`src/tpc_pkg.sv`:
```
// ---------------------------------------------------------------------------
// tpc_pkg
// Widths, curve coefficients and shared types of the thrust-to-PWM pipeline.
// ---------------------------------------------------------------------------
package tpc_pkg;

   localparam int FORCE_FRAC_BITS_DEF = 8;
   localparam int PWM_BITS_DEF        = 12;

   localparam int X_W       = 16;            // force command width
   localparam int ACC_W     = 49;            // saturated Horner accumulator
   localparam int PROD_W    = ACC_W + X_W;   // full product width
   localparam int COEF_FRAC = 32;            // coefficient fraction bits
   localparam int WID_W     = ACC_W - COEF_FRAC + 1; // signed integer width
   localparam int HORNER_STEPS = 6;
   localparam int PIPE_DEPTH   = 2 * HORNER_STEPS + 2;

   localparam int PWM_MIN_RESET = 1100;
   localparam int PWM_MAX_RESET = 1900;

   // register indexes
   localparam logic CSR_PWM_MIN = 1'b0;
   localparam logic CSR_PWM_MAX = 1'b1;

   typedef logic signed [ACC_W-1:0] acc_type;
   typedef logic signed [X_W-1:0]   force_type;

   localparam acc_type ACC_MAX = 49'sd281474976710655; // 2^48 - 1

   // Q.32 coefficients, highest degree first
   localparam acc_type CURVE_NEG [HORNER_STEPS+1] = '{
      49'sd12657,
      49'sd1218359,
      49'sd45597128,
      49'sd858569071,
      49'sd9348783956,
      49'sd113258188009,
      49'sd6295828630906
   };
   localparam acc_type CURVE_POS [HORNER_STEPS+1] = '{
      -49'sd2854,
      49'sd353887,
      -49'sd16903428,
      49'sd403741553,
      -49'sd5633504877,
      49'sd89126872608,
      49'sd6591396718621
   };

   // payload carried between Horner stages
   typedef struct packed {
      acc_type   acc;
      force_type x;
      logic      neg;   // curve for forces at or below zero
   } horner_type;

endpackage

```
`src/tpc_horner_step.sv`:
```
// ---------------------------------------------------------------------------
// tpc_horner_step
// One Horner step: registered multiply, then floor shift, add and saturate.
// ---------------------------------------------------------------------------
module tpc_horner_step #(
   parameter int STEP            = 1,
   parameter int FORCE_FRAC_BITS = tpc_pkg::FORCE_FRAC_BITS_DEF
) (
   input  logic                clock,
   input  logic                reset,
   input  logic                in_valid,
   output logic                in_ready,
   input  tpc_pkg::horner_type in_data,
   output logic                out_valid,
   input  logic                out_ready,
   output tpc_pkg::horner_type out_data
);

   localparam int PW = tpc_pkg::PROD_W;
   localparam tpc_pkg::acc_type C_NEG = tpc_pkg::CURVE_NEG[STEP];
   localparam tpc_pkg::acc_type C_POS = tpc_pkg::CURVE_POS[STEP];
   localparam logic signed [PW-1:0] LIM = PW'(tpc_pkg::ACC_MAX);

   logic                    m_valid_ff, a_valid_ff;
   logic                    m_ready, a_ready;
   logic signed [PW-1:0]    prod_in, prod_ff;
   tpc_pkg::horner_type     m_data_ff, a_data_ff, a_data_in;
   logic signed [PW-1:0]    shifted, sum;
   tpc_pkg::acc_type        coef;

   assign a_ready  = !a_valid_ff || out_ready;
   assign m_ready  = !m_valid_ff || a_ready;
   assign in_ready = m_ready;

   // 49 x 16 signed product
   assign prod_in = PW'(in_data.acc) * PW'(in_data.x);

   // arithmetic shift gives floor
   assign shifted = prod_ff >>> FORCE_FRAC_BITS;
   assign coef    = m_data_ff.neg ? C_NEG : C_POS;
   assign sum     = shifted + PW'(coef);

   always_comb begin
      a_data_in = m_data_ff;
      if (sum > LIM) begin
         a_data_in.acc = tpc_pkg::ACC_MAX;
      end else if (sum < -LIM) begin
         a_data_in.acc = -tpc_pkg::ACC_MAX;
      end else begin
         a_data_in.acc = sum[tpc_pkg::ACC_W-1:0];
      end
   end

   always_ff @(posedge clock) begin
      if (reset) begin
         m_valid_ff <= 1'b0;
         a_valid_ff <= 1'b0;
      end else begin
         if (m_ready) m_valid_ff <= in_valid;
         if (a_ready) a_valid_ff <= m_valid_ff;
      end
   end

   always_ff @(posedge clock) begin
      if (m_ready && in_valid) begin
         prod_ff   <= prod_in;
         m_data_ff <= in_data;
      end
      if (a_ready && m_valid_ff) begin
         a_data_ff <= a_data_in;
      end
   end

   assign out_valid = a_valid_ff;
   assign out_data  = a_data_ff;

endmodule

```
`config.mk`:
```
export PLATFORM = sky130hd
export DESIGN_NAME = tpc_horner_step
export DESIGN_NICKNAME = d
export VERILOG_FILES = /design/src/tpc_pkg.sv /design/src/tpc_horner_step.sv
export SDC_FILE = /design/constraint.sdc
export NUM_CORES = 2
export LEC_CHECK = 0
export BUFFER_PORTS_ARGS = -buffer_cell sky130_fd_sc_hd__clkbuf_2
export CAP_MARGIN = 20
export CELL_PAD_IN_SITES_DETAIL_PLACEMENT = 0
export CELL_PAD_IN_SITES_GLOBAL_PLACEMENT = 1
export CORE_UTILIZATION = 45
export CTS_CLUSTER_DIAMETER = 80
export DETAILED_ROUTE_END_ITERATION = 8
export PLACE_DENSITY_LB_ADDON = 0.2
export SKIP_CTS_REPAIR_TIMING = 1
export SYNTH_ARGS = -nofsm -noshare
export SYNTH_HDL_FRONTEND = slang
export SYNTH_SLANG_ARGS = --single-unit
```
`constraint.sdc`:
```
create_clock -name clock -period 11.19 [get_ports clock]
set_clock_uncertainty 0.15 [all_clocks]
set_input_delay 2.238 -clock clock [delete_from_list [all_inputs] [get_ports clock]]
set_output_delay 2.238 -clock clock [all_outputs]
set_load 0.005 [all_outputs]
```
### Word-level counts from Yosys, hierarchy flattened

Index checks and enable logic that the tools add are counted.

* register bits: 150
* output and inout bits: 68

* add/subtract/negate cells: 1
* $mul: 1
* $lt $le $gt $ge: 2
* mux-type cells: 2
* reduce and logical (&&, ||, !) cells: 7

Operator list (number)
* $mul A49 B16 Y65: 1
* $add A57 B22 Y58: 1
* $gt A58 B49 Y1 const B: 1
* $lt A58 B49 Y1 const B: 1
* $mux W49: 1
* $mux W21: 1
* $logic_and A1 B1 Y1: 2
* $logic_not A1 Y1: 2
* $logic_or A1 B1 Y1: 2
* $reduce_or A2 Y1: 1

### Depth between registers and ports, before layout

* depth in word-level cells: 4
* depth in mapped cells: 27
* mapped depth without buffers: 26

### Worst setup path after synthesis

No wires, ideal clock.

* kind: in2reg
* start point: in in_data[2] in the netlist's numbering
* end point: reg prod_ff[51], data pin
* library setup time: 0.262 ns
* data arrival time: 8.305 ns
* required time: 10.778 ns
* path slack: 2.473 ns
* stages on the path: 26
* buffers on the path: 2
* path through: clkbuf_1 > clkbuf_1 > nand2_1 > fa_1 > inv_1 > fa_1 > inv_1 > fa_1 > inv_1 > fa_1 > fa_1 > inv_1 > fa_1 > inv_1 > ha_1 > a21oi_1 > o21ai_0 > a2111oi_0 > nor3_1 > o311ai_0 > o211ai_1 > nand4_1 > nand3_1 > a31oi_1 > o21bai_1 > xor2_1

* cells in the longest elaborated chain, start to end: 1

RTL lines
* start, declared: RTL line tpc_horner_step.sv:13 `input tpc_pkg::horner_type in_data,`
* $mul A49 B16 Y65: RTL line tpc_horner_step.sv:36 `assign prod_in = PW'(in_data.acc) * PW'(in_data.x);`
* net prod_in[51]: RTL line tpc_horner_step.sv:26 `logic signed [PW-1:0] prod_in, prod_ff;`
* end signal, assigned: RTL line tpc_horner_step.sv:66 `prod_ff <= prod_in;`
* end, declared: RTL line tpc_horner_step.sv:26

The timed path passes the listed nets, and every way through them passes these cells.
A chain may end at the register's enable or synchronous reset.

### Worst setup path in the final report

Ends and elaborated chain as after synthesis.

==> out/metrics.cfg <==
[sta]
final.setup.tns_ns = 0
period_share = 0.855
slew_viol_final = 0
rsz0062_at_grt = false
hold_violations = 0
tightestPinTransition_ns = 1.18
maxSlewHeadroom = 0.215
fmax_mhz = 105
post-route-min-period_ns = 9.56
setup_viol = 0

[job]
max-cap-violations = 0

[drt]
viasPerCell = 5.17
routed_wirelength_um = 92300
dr.pass1.iters = 5
ant_nets = 0
wl_per_cell_um = 20.1
drt_iter0_drc = 1516
vias = 23749
drc = 0

[logic_synthesis]
synth_top_family_by_area = adder cells
postSynthCellCount = 3603
ys_ff_latch = 142
yosys.area_share.adder = 0.499
synthXorXnorAreaFrac = 0.0313
synth_area_mm2 = 0.0330
ys_seq_area_frac = 0.129
synthArstFlopShare = 0
synthMuxAreaShare = 0.00269
synthSimpleGateAreaFrac = 0.158
synth_edf_count = 140
yosysWarnings = 0
syn_avg_cell_area_um2 = 9.16
yosys.cell_types.count = 79
synth_fp_nets = 4556
synth_compound_area_frac = 0.0599
synth-main-ff-cell = edfxtp_1

[clock_tree]
numCtsBuffers = 17
htree_levels = 4
clock_path_buffers = 2
clk_latency_ns = 0.48
cts_root_buf = clkbuf_16
cts.clk_slew.worst_paths_ns = 0.09
tritoncts = built
cts_sinks = 142

[floorplan]
core-area_mm2 = 0.0720
row_count = 98
die_x_um = 273
pin_count = 138
die_area_mm2 = 0.0744
die_h_um = 273
start_util = 0.458

[global_route]
antenna_found_initial = 2
track_usage = 0.261
grt_pass1_wl_um = 147000
grt_max_degree = 67
overflow = 0
grt_pass1_vias = 25008

[place]
port_buffers = 137
hpwl_um = 72100
gp_congestion = 0.900

[layout]
insertedDiodeCount = 0
layout.nets = 4583
area_delta_synth_final_pct = 6.28
drive_above_1_share = 0.0623
nFillCells = 6967

[critical_path]
crit_path_max_fanout = 35
critPathArrivalTime_ns = 9.63
setup.worst_path.end_class = flop
cp-start-kind = input pin
path_class = in2reg
cp_data_required_time_ns = 11.26

[min_path]
hold_class = reg2reg

[run_status]
outcome = completed

==> flip-flops by register name (all words and copies together), names as in the netlist <==
| register | cells |
|---|---|
| a_data_in | 17 |
| m_valid_ff | 1 |
| out_data | 66 |
| out_valid | 1 |
| prod_ff | 57 |
==> cell usage after synthesis, drive strengths merged (5+ instances only) <==
cell / number / area (um^2)
xnor2: 83 / 727
a31o: 5 / 52.6
or3: 5 / 31.3
mux2: 7 / 78.8
and2: 272 / 1700
nand3: 35 / 175
o31ai: 7 / 71.3
nand2b: 18 / 113
nor4: 7 / 62.6
fa: 723 / 14500
a21oi: 92 / 464
ha: 160 / 2000
nor2b: 7 / 43.8
o22ai: 15 / 93.8
a21o: 35 / 263
nor2: 131 / 508
o21ai: 54 / 270
o211ai: 5 / 37.5
and4: 9 / 78.8
xor2: 35 / 307
nand4: 20 / 125
and3: 11 / 68.8
edfxtp: 140 / 4200
a211o: 5 / 43.8
buf: 13 / 92.6
a31oi: 18 / 113
inv: 882 / 3310
clkbuf: 146 / 549
o21bai: 22 / 176
nor3: 25 / 130
nand2: 558 / 2100
o21a: 11 / 83.8
==> cell families after synthesis <==
family | after synthesis
compound gates | 302
flops | 142
mux | 8
buf+inv | 1042
simple gates | 1108
xor+xnor | 118
fa+ha+maj | 883
==> worst max-delay path: stages <==
cell       delay, ns
clkbuf_2        0.84
buf_4           0.29
nand2_1         0.08
fa_1            0.52
fa_1            0.53
fa_1            0.51
inv_1           0.05
fa_1            0.51
fa_1            0.53
inv_1           0.05
fa_1            0.48
inv_1           0.04
ha_1            0.35
and4_1          0.19
a221o_1         0.34
a31oi_1         0.35
a2bb2oi_1       0.44
o211ai_1        0.28
nand4_1         0.22
nand3_1         0.11
a31oi_1         0.33
o21bai_1        0.14
xor2_1          0.16
==> metal layers <==
metal,GRT usage,vias to the layer above,part of all wire
li1,-,10766,-
met1,0.385,12111,0.47
met2,0.398,784,0.44
met3,0.0507,88,0.079
met4,0.0565,0,0.018
met5,0,-,0
==> path summary, 6_finish.rpt <==
check / to / slack (ns) / startpoint / cells after the start
setup / recovery: prod_ff[51]$_DFFE_PP_ / 1.63 / in_data[2] / 23
hold / removal: out_data[5]$_DFFE_PP_ / 0.26 / a_data_in[5]$_DFFE_PP_ / 0
setup reg to reg: out_data[18]$_SDFFCE_PP1P_ / 5.96 / a_data_in[0]$_DFFE_PP_ / 12
hold reg to reg: out_data[5]$_DFFE_PP_ / 0.26 / a_data_in[5]$_DFFE_PP_ / 0
==> layout by cell type, fill, tap and decap left out, types with 6 or more instances in the layout <==
cell / n
edfxtp_1: 140
o22ai_1: 15
inv_1: 881
fa_1: 723
clkbuf_16: 17
nor2b_1: 6
mux2_2: 6
o21ai_0: 39
o21a_1: 10
nor2_1: 130
a21oi_1: 91
xnor2_1: 83
ha_1: 160
buf_4: 30
nand4_1: 20
xor2_1: 35
nor3_1: 24
clkbuf_2: 136
nand3_1: 35
and2_1: 271
nand2_1: 557
a31oi_1: 18
nand2b_1: 18
a21o_1: 35
o21bai_1: 21
and4_1: 9
and3_1: 11
o21ai_1: 15
==> cell type report <==
class / instances / area (um^2) / area share
Multi-Input combinational cell: 2419 / 24800 / 0.707
Sequential cell: 142 / 4240 / 0.121
Inverter: 883 / 3310 / 0.0945
Tap cell: 950 / 1190 / 0.0339
Timing Repair Buffer: 167 / 911 / 0.0260
Clock buffer: 17 / 425 / 0.0121
Clock inverter: 15 / 180 / 0.00514
==> metrics by stage <==
step	worst slack (ns)	std cells	area [um^2]	utilization	hold slack (ns)
5_1_grt	1.13	4593	35100	0.487	0.277
4_1_cts	1.65	4593	35100	0.487	0.263
2_1_floorplan	2.47	3603	33000	-	0.250
3_3_place_gp	1.27	4561	34500	0.479	0.252
6_report	1.63	4593	35100	0.487	0.262
3_5_place_dp	1.17	4561	34500	0.479	0.255
Power is not shown: default switching activity piles up to over one toggle a cycle in this logic, so the estimate is an artifact.
