==> src/tpc_pkg.sv <==
// ---------------------------------------------------------------------------
// tpc_pkg
// Widths, curve coefficients and shared types of the thrust-to-PWM pipeline.
// ---------------------------------------------------------------------------
package tpc_pkg;

   localparam int FORCE_FRAC_BITS_DEF = 8;
   localparam int PWM_BITS_DEF        = 12;

   localparam int X_W       = 16;            // force command width
   localparam int ACC_W     = 49;            // saturated Horner accumulator
   localparam int PROD_W    = ACC_W + X_W;   // full product width
   localparam int COEF_FRAC = 32;            // coefficient fraction bits
   localparam int WID_W     = ACC_W - COEF_FRAC + 1; // signed integer width
   localparam int HORNER_STEPS = 6;
   localparam int PIPE_DEPTH   = 2 * HORNER_STEPS + 2;

   localparam int PWM_MIN_RESET = 1100;
   localparam int PWM_MAX_RESET = 1900;

   // register indexes
   localparam logic CSR_PWM_MIN = 1'b0;
   localparam logic CSR_PWM_MAX = 1'b1;

   typedef logic signed [ACC_W-1:0] acc_type;
   typedef logic signed [X_W-1:0]   force_type;

   localparam acc_type ACC_MAX = 49'sd281474976710655; // 2^48 - 1

   // Q.32 coefficients, highest degree first
   localparam acc_type CURVE_NEG [HORNER_STEPS+1] = '{
      49'sd12657,
      49'sd1218359,
      49'sd45597128,
      49'sd858569071,
      49'sd9348783956,
      49'sd113258188009,
      49'sd6295828630906
   };
   localparam acc_type CURVE_POS [HORNER_STEPS+1] = '{
      -49'sd2854,
      49'sd353887,
      -49'sd16903428,
      49'sd403741553,
      -49'sd5633504877,
      49'sd89126872608,
      49'sd6591396718621
   };

   // payload carried between Horner stages
   typedef struct packed {
      acc_type   acc;
      force_type x;
      logic      neg;   // curve for forces at or below zero
   } horner_type;

endpackage

==> src/tpc_clamp.sv <==
// ---------------------------------------------------------------------------
// tpc_clamp
// Truncates the Q.32 result toward zero, then clamps to the PWM limits.
// ---------------------------------------------------------------------------
module tpc_clamp #(
   parameter int PWM_BITS = tpc_pkg::PWM_BITS_DEF
) (
   input  logic                clock,
   input  logic                reset,
   input  logic                in_valid,
   output logic                in_ready,
   input  tpc_pkg::horner_type in_data,
   input  logic [PWM_BITS-1:0] pwm_min,
   input  logic [PWM_BITS-1:0] pwm_max,
   output logic                out_valid,
   input  logic                out_ready,
   output logic [PWM_BITS-1:0] pulse_width,
   output logic                clamped
);

   localparam int AW = tpc_pkg::ACC_W;
   localparam int WW = tpc_pkg::WID_W;
   localparam int CF = tpc_pkg::COEF_FRAC;

   logic                 t_valid_ff, c_valid_ff;
   logic                 t_ready, c_ready;
   tpc_pkg::acc_type     neg_acc;
   logic [AW-CF-1:0]     mag;
   logic signed [WW-1:0] width_in, width_ff;
   logic signed [WW-1:0] min_s, max_s;
   logic [PWM_BITS-1:0]  pulse_in, pulse_ff;
   logic                 clamped_in, clamped_ff;

   assign c_ready  = !c_valid_ff || out_ready;
   assign t_ready  = !t_valid_ff || c_ready;
   assign in_ready = t_ready;

   // truncate toward zero: shift the magnitude, restore the sign
   assign neg_acc  = -in_data.acc;
   assign mag      = in_data.acc[AW-1] ? neg_acc[AW-1:CF] : in_data.acc[AW-1:CF];
   assign width_in = in_data.acc[AW-1] ? -$signed({1'b0, mag}) : $signed({1'b0, mag});

   assign min_s = $signed(WW'(pwm_min));
   assign max_s = $signed(WW'(pwm_max));

   // the upper-limit check comes first: when the limits cross, a width above pwm_max gives pwm_max, any other pwm_min
   always_comb begin
      if (width_ff > max_s) begin
         pulse_in   = pwm_max;
         clamped_in = 1'b1;
      end else if (width_ff < min_s) begin
         pulse_in   = pwm_min;
         clamped_in = 1'b1;
      end else begin
         pulse_in   = width_ff[PWM_BITS-1:0];
         clamped_in = 1'b0;
      end
   end

   always_ff @(posedge clock) begin
      if (reset) begin
         t_valid_ff <= 1'b0;
         c_valid_ff <= 1'b0;
      end else begin
         if (t_ready) t_valid_ff <= in_valid;
         if (c_ready) c_valid_ff <= t_valid_ff;
      end
   end

   always_ff @(posedge clock) begin
      if (t_ready && in_valid) width_ff <= width_in;
      if (c_ready && t_valid_ff) begin
         pulse_ff   <= pulse_in;
         clamped_ff <= clamped_in;
      end
   end

   assign out_valid   = c_valid_ff;
   assign pulse_width = pulse_ff;
   assign clamped     = clamped_ff;

endmodule

==> config.mk <==
export PLATFORM = sky130hd
export DESIGN_NAME = tpc_clamp
export DESIGN_NICKNAME = d
export VERILOG_FILES = /design/src/tpc_pkg.sv /design/src/tpc_clamp.sv
export SDC_FILE = /design/constraint.sdc
export NUM_CORES = 1
export LEC_CHECK = 0
export BUFFER_PORTS_ARGS = -buffer_cell sky130_fd_sc_hd__buf_2
export CORE_MARGIN = 2
export CORE_UTILIZATION = 50
export CTS_CLUSTER_SIZE = 12
export DETAILED_ROUTE_END_ITERATION = 12
export PLACE_DENSITY_LB_ADDON = 0.12
export SYNTH_ARGS = -nofsm -noshare
export SYNTH_HDL_FRONTEND = slang
export SYNTH_SLANG_ARGS = --single-unit
==> constraint.sdc <==
create_clock -name clock -period 6.95 [get_ports clock]
set_input_delay 0.695 -clock clock [delete_from_list [all_inputs] [get_ports clock]]
set_output_delay 0.695 -clock clock [all_outputs]
set_load 0.01 [all_outputs]
-- Word-level counts from Yosys, hierarchy flattened
Cells that the tools add are included.
- bits in registers: 33
- bits of input ports: 94
- output and inout port bits: 15
- logic and storage cells: 21
- $add $sub $neg: 2
- order comparisons: 2
- muxes and demuxes: 5
- reduce and logical (&&, ||, !) cells: 6
- operators with widths (cell ; number):
    negator 49 bit ; 1
    2-to-1 mux 17 bit ; 2
    2-to-1 mux 12 bit ; 2
    greater-than comparator 18 x 13 -> 1 bit ; 1
    < comparator 18 x 13 -> 1 bit ; 1
    negator 17 -> 18 bit ; 1
    logical AND 1 bit ; 2
    zero test 1 bit ; 2
    logical OR 1 bit ; 2
    2-to-1 mux 1 bit ; 1

-- Longest topological paths before layout
Gate-level depths: netlist of the first run.
- depth in word-level cells: 4
- gate-level depth with buffers: 14
- mapped depth without buffers: 14

-- Least setup slack after synthesis of the first run
Ideal clock, no wire load.
- path type: input -> register
- from: input in_data[46] (netlist name)
- to: register width_ff[14] (data pin)
- library setup time: 263 ps
- arrival time: 3113 ps
- required time: 6687 ps
- setup slack: 3574 ps
- cell stages on the path: 13
- path buffers: 0
- cell sequence: nor4_1 -> nand4_1 -> o21ai_0 -> xor2_1 -> ha_1 -> nand2_1 -> nor3_1 -> a31oi_1 -> o211ai_2 -> o211ai_2 -> nor3_2 -> mux2i_1 -> xor2_1
- word-level cells in the longest chain between the ends: 4
- RTL lines (element ; RTL line ; source):
    start, declared ; tpc_clamp.sv:12 ; input tpc_pkg::horner_type in_data,
    negator 49 bit (*) ; tpc_clamp.sv:39 ; assign neg_acc = -in_data.acc;
    2-to-1 mux 17 bit (*) ; tpc_clamp.sv:40 ; assign mag = in_data.acc[AW-1] ? neg_acc[AW-1:CF] : in_data.acc[AW-1:CF];
    negator 17 -> 18 bit ; tpc_clamp.sv:41 ; assign width_in = in_data.acc[AW-1] ? -$signed({1'b0, mag}) : $signed({1'b0, mag});
    2-to-1 mux 17 bit (*) ; tpc_clamp.sv:41 ;
    net width_in[14] ; tpc_clamp.sv:29 ; logic signed [WW-1:0] width_in, width_ff;
    end signal, assigned ; tpc_clamp.sv:71 ; if (t_ready && in_valid) width_ff <= width_in;
    end, declared ; tpc_clamp.sv:29 ;
Mark *: on every way through the listed nets, which the timed path passes. The rest lies on a longest branch.
A chain may end at the register's enable or synchronous reset.

-- Final worst setup path of the first run
Same ends and word-level chain as after synthesis.

==> results of run 1 <==
## worst register-to-register path: stages (launching register included)
cell and delay [ns]:
edfxtp_1 0.43, ha_1 0.33, a21o_1 0.19, a21oi_1 0.15
o221ai_1 0.14, a21o_1 0.20, a21oi_1 0.18, o2111ai_1 0.12
nand2_1 0.52, mux2_2 0.41
## state kept, by name, indices dropped and copies added (netlist names)
name and count:
clamped 1, out_valid 1, pulse_width 12, t_valid_ff 1, width_ff 18
## stage by stage
| step | util (%) | setup slack, ns | power (mW) | cells | cell area [µm²] |
|---|---|---|---|---|---|
| 4_1_cts | 64.88 | 3.235 | 0.5243 | 450 | 3377 |
| 2_1_floorplan | - | 3.574 | 0.3101 | 285 | 2744 |
| 5_1_grt | 64.88 | 2.930 | 0.5493 | 450 | 3377 |
| 6_report | 64.88 | 3.205 | 0.5192 | 450 | 3377 |
| 3_3_place_gp | 62.84 | 3.009 | 0.3534 | 442 | 3271 |
| 3_5_place_dp | 62.84 | 2.956 | 0.3559 | 442 | 3271 |
## where the power goes
part	switching, mW	total (mW)	leakage, nW	internal (mW)
clock	0.0617	0.167	0.0528	0.106
sequential	0.00594	0.239	0.314	0.233
combinational	0.0594	0.113	1.21	0.0534
## per-layer routing
| layer | vias up | track usage (%) |
|---|---|---|
| li1 | 1241 | - |
| met1 | 1070 | 23.36 |
| met2 | 87 | 35.60 |
| met3 | 4 | 3.103 |
| met4 | 0 | 5.439 |
| met5 | - | 0 |
## Yosys cell counts (all sizes together), types with 2 or more instances
cell type   n  area (µm²)
a31oi       3       18.77
dfxtp       2       40.04
nand2b      4       25.02
mux2        4       45.04
and2        2       12.51
nor3       13       75.07
nor2       23       86.33
o21ai       7       38.78
ha         24       300.3
nand4       7       43.79
or4         2       18.77
a21o        7       52.55
clkbuf      3       11.26
xnor2       9       78.83
buf         2       12.51
mux2i      26       260.3
a21oi       9       48.80
nand2      21       83.83
o2111ai     3       26.28
and4        3       26.28
inv        30       112.6
nor4       11       83.83
nor2b       3       18.77
nand3       7       35.03
and3        3       18.77
edfxtp     31       930.9
o211ai      4       40.03
xor2       10       87.58
## logic make-up after synthesis
| family | count (synthesis) | synth area share [%] |
|---|---|---|
| adders and majority gates | 24 | 10.94 |
| AOI/OAI and AO/OA | 41 | 10.85 |
| buffers and inverters | 35 | 4.970 |
| DFF | 33 | 35.39 |
| xor gates and xnor gates | 19 | 6.065 |
| and+or+nand+nor | 103 | 20.66 |
| muxes | 30 | 11.13 |
## final timing paths
kind | from | endpoint | cells past startpoint
setup / recovery | in_data[46] | width_ff[14] | 14
hold / removal | t_valid_ff | out_valid | 2
setup reg to reg | width_ff[3] | pulse_width[0] | 9
hold reg to reg | t_valid_ff | out_valid | 2
## cell type report
| cell class | instances | area (µm²) | area share [%] |
|---|---|---|---|
| clock buffer | 6 | 72.57 | 2.149 |
| tap | 70 | 87.58 | 2.594 |
| clock inverter | 2 | 33.78 | 1.000 |
| timing repair buffer | 92 | 462.9 | 13.71 |
| inverter | 30 | 112.6 | 3.335 |
| sequential | 33 | 970.9 | 28.75 |
| multi-input combinational | 217 | 1637 | 48.46 |
==> results.txt, run 1 <==
- The initial antenna violation count is 0.
- Ordered list of cells on the worst path: buf_2 -> nor4_1 -> nand4_1 -> o21ai_0 -> xor2_1 -> ha_1 -> nand2_1 -> nor3_1 -> a31oi_1 -> o211ai_2 -> o211ai_2 -> nor3_2 -> mux2i_1 -> xor2_1
- The detailed router placed 2402 vias in this run.
* Tot GR Track Use: 19.38%
- Max Clk Rate: 0.2670 GHz
* Worst Setup End Kind: flop
- Leading cell types in the layout, fill and taps excluded: 91 x buf_2, 31 x edfxtp_1, 30 x inv_1
- After synthesis, the netlist uses 49 different library cells.
- The area growth from synthesis to layout is 23.07%.
* Number of placement rows: 26
- Pin slew with the least headroom to its limit: 1.079 ns
* Resized cells post-CTS: 0
* Total negative slack for setup checks: 0 ns
- The die is 78.08 µm wide.
- Worst hold slack across all endpoints: 0.5161 ns
* CTS buffer count: 5
- Max-cap violations in this run came to 0.
* TritonCTS clock tree: built
- R2R Setup Slk: 4.05 ns
* Clk_lat worst skew: 0.28 ns
- Dividing the detail-routed wire length by the instance count gives 12.25 µm.
- Die Outline Area: 0.006096 mm²
- After detailed routing, the met2 layer carries 2.679 mm of wire.
* Number of search-and-repair iterations in the first detailed-routing pass: 4
- For the worst setup path, the data required time is 6.97 ns.
- At the end of the flow, the number of nets in the layout was 497.
- Diode insertion count for antenna repair: 0
- Global routing finished with a remaining overflow of 0.
- Synthesis inferred 33 register bits.
- Subtracting the final worst setup slack from the clock period gives 3.745 ns.
- Most common library cell in the layout ignoring fill and taps: buf_2
- The detailed router finished its first iteration with 65 violations.
- Maximum buffer depth of the clock tree: 2
- Buffers placed on the I/O ports in this run total 91.
* Cell with the biggest individual delay on the critical path: o21ai_0
- Type of the worst setup path: in -> reg
- Number of cells produced by synthesis: 285
- Number of synthesized flops with an enable pin: 31
- Met1 routed wirelength after detailed routing: 2.435 mm
- Worst min-delay path category: reg -> reg
- Met3 routed wirelength: 342 µm
- Weighted congestion reported at the end of routability-driven placement: 0.8938
- Ys Warns: 0
- Starting Density: 52.72%
* Setup repair after global routing missed its margin: no
* Hold Fails Final Rpt: 0
* Filler Cells Inserted: 452
* Synthesized netlist net count: 403
* Die extent in y: 78.08 µm
- The detail route stage leaves a number of antenna-violating nets equal to 0.
- Final setup vio count: 0
* Number of buffer and inverter stages on the critical path: 1
- In this run the static leakage power is 1.580 nW.
- The routed design has 5.514 mm of wire.
- Most used DFF post-synth: edfxtp_1
* Number of buffers added to fix hold violations after cts: 0
- After layout, the worst path uses 53.89% of the clock period.
- Of the synthesized area, sequential elements account for 35.39%.
- The run finished with clean final reports.
* Number of H-tree levels: 2
- Startpoint kind of the worst setup timing path: input pin
- Crit-path max FO: 6
- Via count of the first global-routing pass: 2291
- On the worst path, the slowest cell contributes a delay of 0.48 ns.
* Pins over their slew limit: 0
- Post-detailed-route DRC marker count: 0
- Average footprint of a synthesized cell: 9.628 µm²
* Largest net degree at the start of global routing: 21
- Dividing the detail-routed via count by the number of cells gives 5.338.
- CTS placed an instance of clkbuf_8 at the clock tree root.
- Layout cells sized above 1: 29.74%
- Worst-case clock skew: 0.007164 ns
- The highest layer touched by signal routing is met4.
* Global-route wire length before repair: 9.708 mm
- Dividing total power by cell area gives a power density of 153.7 mW/mm².
- Share of synthesized flip-flops with an asynchronous set or reset: 0%
- Largest vdd supply drop: 0.0001340 V
* Family with the most delay on the worst path: simple AND/OR/NAND/NOR gates
- Clock slew at reported path FFs: 0.06 ns
- Once the clock tree was built, the setup fixing pass inserted 0 buffers.
- Sinks on Clock Net: 33
* Number of I/O pins: 109
- Headroom to the max-slew limit came out at 27.93%.
* Critical path arrival: 3.76 ns
* Post-synth design cell area: 0.002744 mm²
- Detailed placement finished with a half-perimeter wire length of 4.633 mm.
- In this run the standard cell core region covers 0.005205 mm².
(Power assumes the default switching activity.)
==> run 2: changes to the inputs <==
--- a/config.mk
+++ b/config.mk
@@ -7,7 +7,7 @@
 export LEC_CHECK = 0
 export BUFFER_PORTS_ARGS = -buffer_cell sky130_fd_sc_hd__buf_2
 export CORE_MARGIN = 2
-export CORE_UTILIZATION = 50
+export CORE_UTILIZATION = 49
 export CTS_CLUSTER_SIZE = 12
 export DETAILED_ROUTE_END_ITERATION = 12
 export PLACE_DENSITY_LB_ADDON = 0.12
==> constraint.sdc (replaced) <==
create_clock -name clock -period 3.7 [get_ports clock]
set_input_delay 0.37 -clock clock [delete_from_list [all_inputs] [get_ports clock]]
set_output_delay 0.37 -clock clock [all_outputs]
set_load 0.01 [all_outputs]
==> run 2 against run 1 <==
Compared with the run above:
- worst hold slack worse by 0.26 ns
- clock power is 99% higher
- non-clock buffer count is 5 higher
- critical endpoint unchanged
- critical path depth is 1 higher
- largest power group unchanged
- first-iteration DRC count is 28% lower
- combinational power is 90% higher
- register-to-register slack worse by 3.0 ns
- largest cell class unchanged
- sequential cell count stayed put
- total power is 92% higher
- core utilization is 2.3 points lower
==> results.txt, run 2 (synthesis results as in run 1) <==
- The CTS buffer count is 5 (unchanged).
* Worst Setup End Kind: flop (unchanged)
- Resized cells post-CTS: 0 (unchanged)
- The static leakage was 1.605 nW (was 1.580 nW).
- The max-slew headroom at the worst pin came to 25.58% (was 27.93%).
- Post-CTS setup buffer count: 0 (unchanged)
- The register name with the most flops is width_ff (unchanged).
* Number of flip-flops under the largest register name: 18 (unchanged)
* Number of placement rows: 27 (was 26)
- Max incr delay on CP: 0.40 ns (was 0.48 ns)
* Final cell count without fillers: 457 (was 450)
* Largest net degree at the start of global routing: 21 (unchanged)
- The maximum level of the CTS H-tree came to 2 (unchanged).
* Filler Cells Inserted: 501 (was 452)
- The die outline area was 0.006214 mm² (was 0.006096 mm²).
- Antenna violations before repair: 0 (unchanged)
- The via count of the first global-routing pass was 2340 (was 2291).
* Detailed placement HPWL: 4.806 mm (was 4.633 mm)
- Pins over their slew limit: 0 (unchanged)
* Ordered list of cells on the worst path: buf_2 -> nor4_1 -> and4_1 -> nand2_2 -> o21ai_0 -> xor2_1 -> ha_1 -> nand2_1 -> nor3_1 -> a31oi_1 -> o211ai_2 -> o211ai_2 -> nor3_2 -> mux2i_1 -> xor2_1 (was buf_2 -> nor4_1 -> nand4_1 -> o21ai_0 -> xor2_1 -> ha_1 -> nand2_1 -> nor3_1 -> a31oi_1 -> o211ai_2 -> o211ai_2 -> nor3_2 -> mux2i_1 -> xor2_1)
* Global-route wire length before repair: 9.687 mm (was 9.708 mm)
- Number of buffers added to fix hold violations after cts: 0 (unchanged)
- The peak supply drop was 0.0001383 V (was 0.0001340 V).
- Number of maximum-capacitance violations: 0 (unchanged)
- Fin nets: 502 (was 497)
- Diode insertion count for antenna repair: 0 (unchanged)
- The post-detailed-route DRC marker count came to 0 (unchanged).
- Launch point of the worst reg-to-reg path: width_ff[3] (unchanged)
* Hold Fails Final Rpt: 0 (unchanged)
- Die extent in y: 78.83 µm (was 78.08 µm)
* R2r worst-path depth: 10 (was 9)
- Pin slew with the least headroom to its limit: 1.114 ns (was 1.079 ns)
- The average vias per placed instance was 5.241 (was 5.338).
* Placeable Area: 0.005473 mm² (was 0.005205 mm²)
- The remaining antenna violation count is 0 (unchanged).
- Number of I/O pins: 109 (unchanged)
* Crit-path max FO: 7 (was 6)
* Average wire per cell in the routed design: 12.35 µm (was 12.25 µm)
- The slowest cell on the critical path was nor4_1 (was o21ai_0).
- Weighted congestion reported at the end of routability-driven placement: 0.8978 (was 0.8938)
- The TritonCTS clock tree is built (unchanged).
- The worst path uses 84.98% of the clock period.
- The setup slack on the worst flop-to-flop path came to 1.07 ns (was 4.05 ns).
* Clock slew at reported path FFs: 0.07 ns (was 0.06 ns)
* DRC marker count from the first detailed-route iteration: 47 (was 65)
- The setup-violating endpoint count in the final report is 0 (unchanged).
* Tot GR Track Use: 19.34% (was 19.38%)
- Number of buffer and inverter stages on the critical path: 1 (unchanged)
- The type of element launching the critical path is an input pin (unchanged).
- Most common library cell in the layout ignoring fill and taps: buf_2 (unchanged)
* Max Clk Rate: 0.3180 GHz
- Type of the worst setup path: in -> reg (unchanged)
- Leading cell types in the layout, fill and taps excluded: 91 x buf_2, 31 x edfxtp_1, 30 x inv_1 (unchanged)
- Total negative slack for setup checks: 0 ns (unchanged)
- Maximum buffer depth of the clock tree: 2 (unchanged)
- Critical path arrival: 3.18 ns (was 3.76 ns)
* Areal power density over the cells: 290.9 mW/mm² (was 153.7 mW/mm²)
* Setup repair after global routing missed its margin: no (unchanged)
- Clk_lat worst skew: 0.28 ns (about the same)
- Number of cells after detailed placement: 449 (was 442)
- The class of the tightest hold or removal check was in -> reg (was reg -> reg).
- The logic depth of the worst path, buffers included came to 15 (was 14).
- Starting Density: 50.14% (was 52.72%)
- Clock tree root driver cell: clkbuf_8 (unchanged)
- Worst EP required: 3.73 ns (was 6.97 ns)
- Result of the run: finished, final reports clean (unchanged).
- The number of optimization iterations in the first detailed-route pass came to 4 (unchanged).
* Worst-case clock skew: 0.005949 ns (was 0.007164 ns)
- Final worst path period need: 3.144 ns
- The overall routed net length came to 5.646 mm (was 5.514 mm).
- Chip width: 78.83 µm (was 78.08 µm)
- The endpoint of the most critical setup path is width_ff[14] (unchanged).
- The via count is 2395 (was 2402).
- The area growth from synthesis to layout came to 24.85% (was 23.07%).
* Endpoint of the worst-slack reg-to-reg timing path: pulse_width[4] (was pulse_width[0])
* Total of buffers placed on input and output ports: 91 (unchanged)
- Layout cells sized above 1: 31.17% (was 29.74%)
- Family with the most delay on the worst path: simple AND/OR/NAND/NOR gates (unchanged)
- The number of clock sinks is 33 (unchanged).
- The aggregate global routing overflow came to 0 (unchanged).
* First element of the critical path: in_data[25] (was in_data[46])
-- run 2: cell count changes in the layout (fill, tap and decap cells not counted), sizes merged --
cell | before | now
buf | 92 | 97
clkbuf | 6 | 5
clkinvlp | 0 | 1
-- run 2: worst min path at each step --
stage	cells after the start	start	to	slack, ns
floorplan	1	reset	out_valid	0.44
CTS	2	reset	out_valid	0.25
global placement	2	t_valid_ff	out_valid	0.49
global route	2	reset	out_valid	0.25
finish	2	reset	out_valid	0.26
detailed placement	2	t_valid_ff	out_valid	0.50
-- run 2: power breakdown --
part	internal, mW	leakage [nW]	total, mW	switching, mW
clock	0.201	0.0543	0.332	0.131
combinational	0.103	1.24	0.215	0.112
sequential	0.438	0.314	0.449	0.0114
total	0.742	1.61	0.996	0.255
-- run 2: area by class of cell --
class | instances | area, µm² | area share [%]
clock buffers | 5 | 68.82 | 2.009
clock inverters | 3 | 46.29 | 1.351
inverters | 30 | 112.6 | 3.287
multi-input cells | 217 | 1637 | 47.77
flip-flops and latches | 33 | 970.9 | 28.34
well taps | 72 | 90.09 | 2.630
repair buffers | 97 | 500.5 | 14.61
-- run 2: per-layer routing --
metal	up-vias	wire length [µm]	track usage [%]
met1	1049	2449	22.75
met4	0	77	7.069
met2	86	2773	35.13
li1	1255	-	-
met3	5	346	3.523
met5	-	0	0
-- run 2: stage by stage --
step / setup slack (ns) / hold slack (ns) / cell area (µm²) / total power, mW / util [%]
3_5_place_dp: 0.2493 / 0.5010 / 3311 / 0.6727 / 60.49
6_report: 0.5557 / 0.2555 / 3426 / 0.9964 / 62.60
3_3_place_gp: 0.3892 / 0.4927 / 3311 / 0.6665 / 60.49
2_1_floorplan: 0.6489 / 0.4424 / 2744 / 0.5826 / -
4_1_cts: 0.5433 / 0.2464 / 3426 / 1.006 / 62.60
5_1_grt: 0.1368 / 0.2543 / 3426 / 1.052 / 62.60
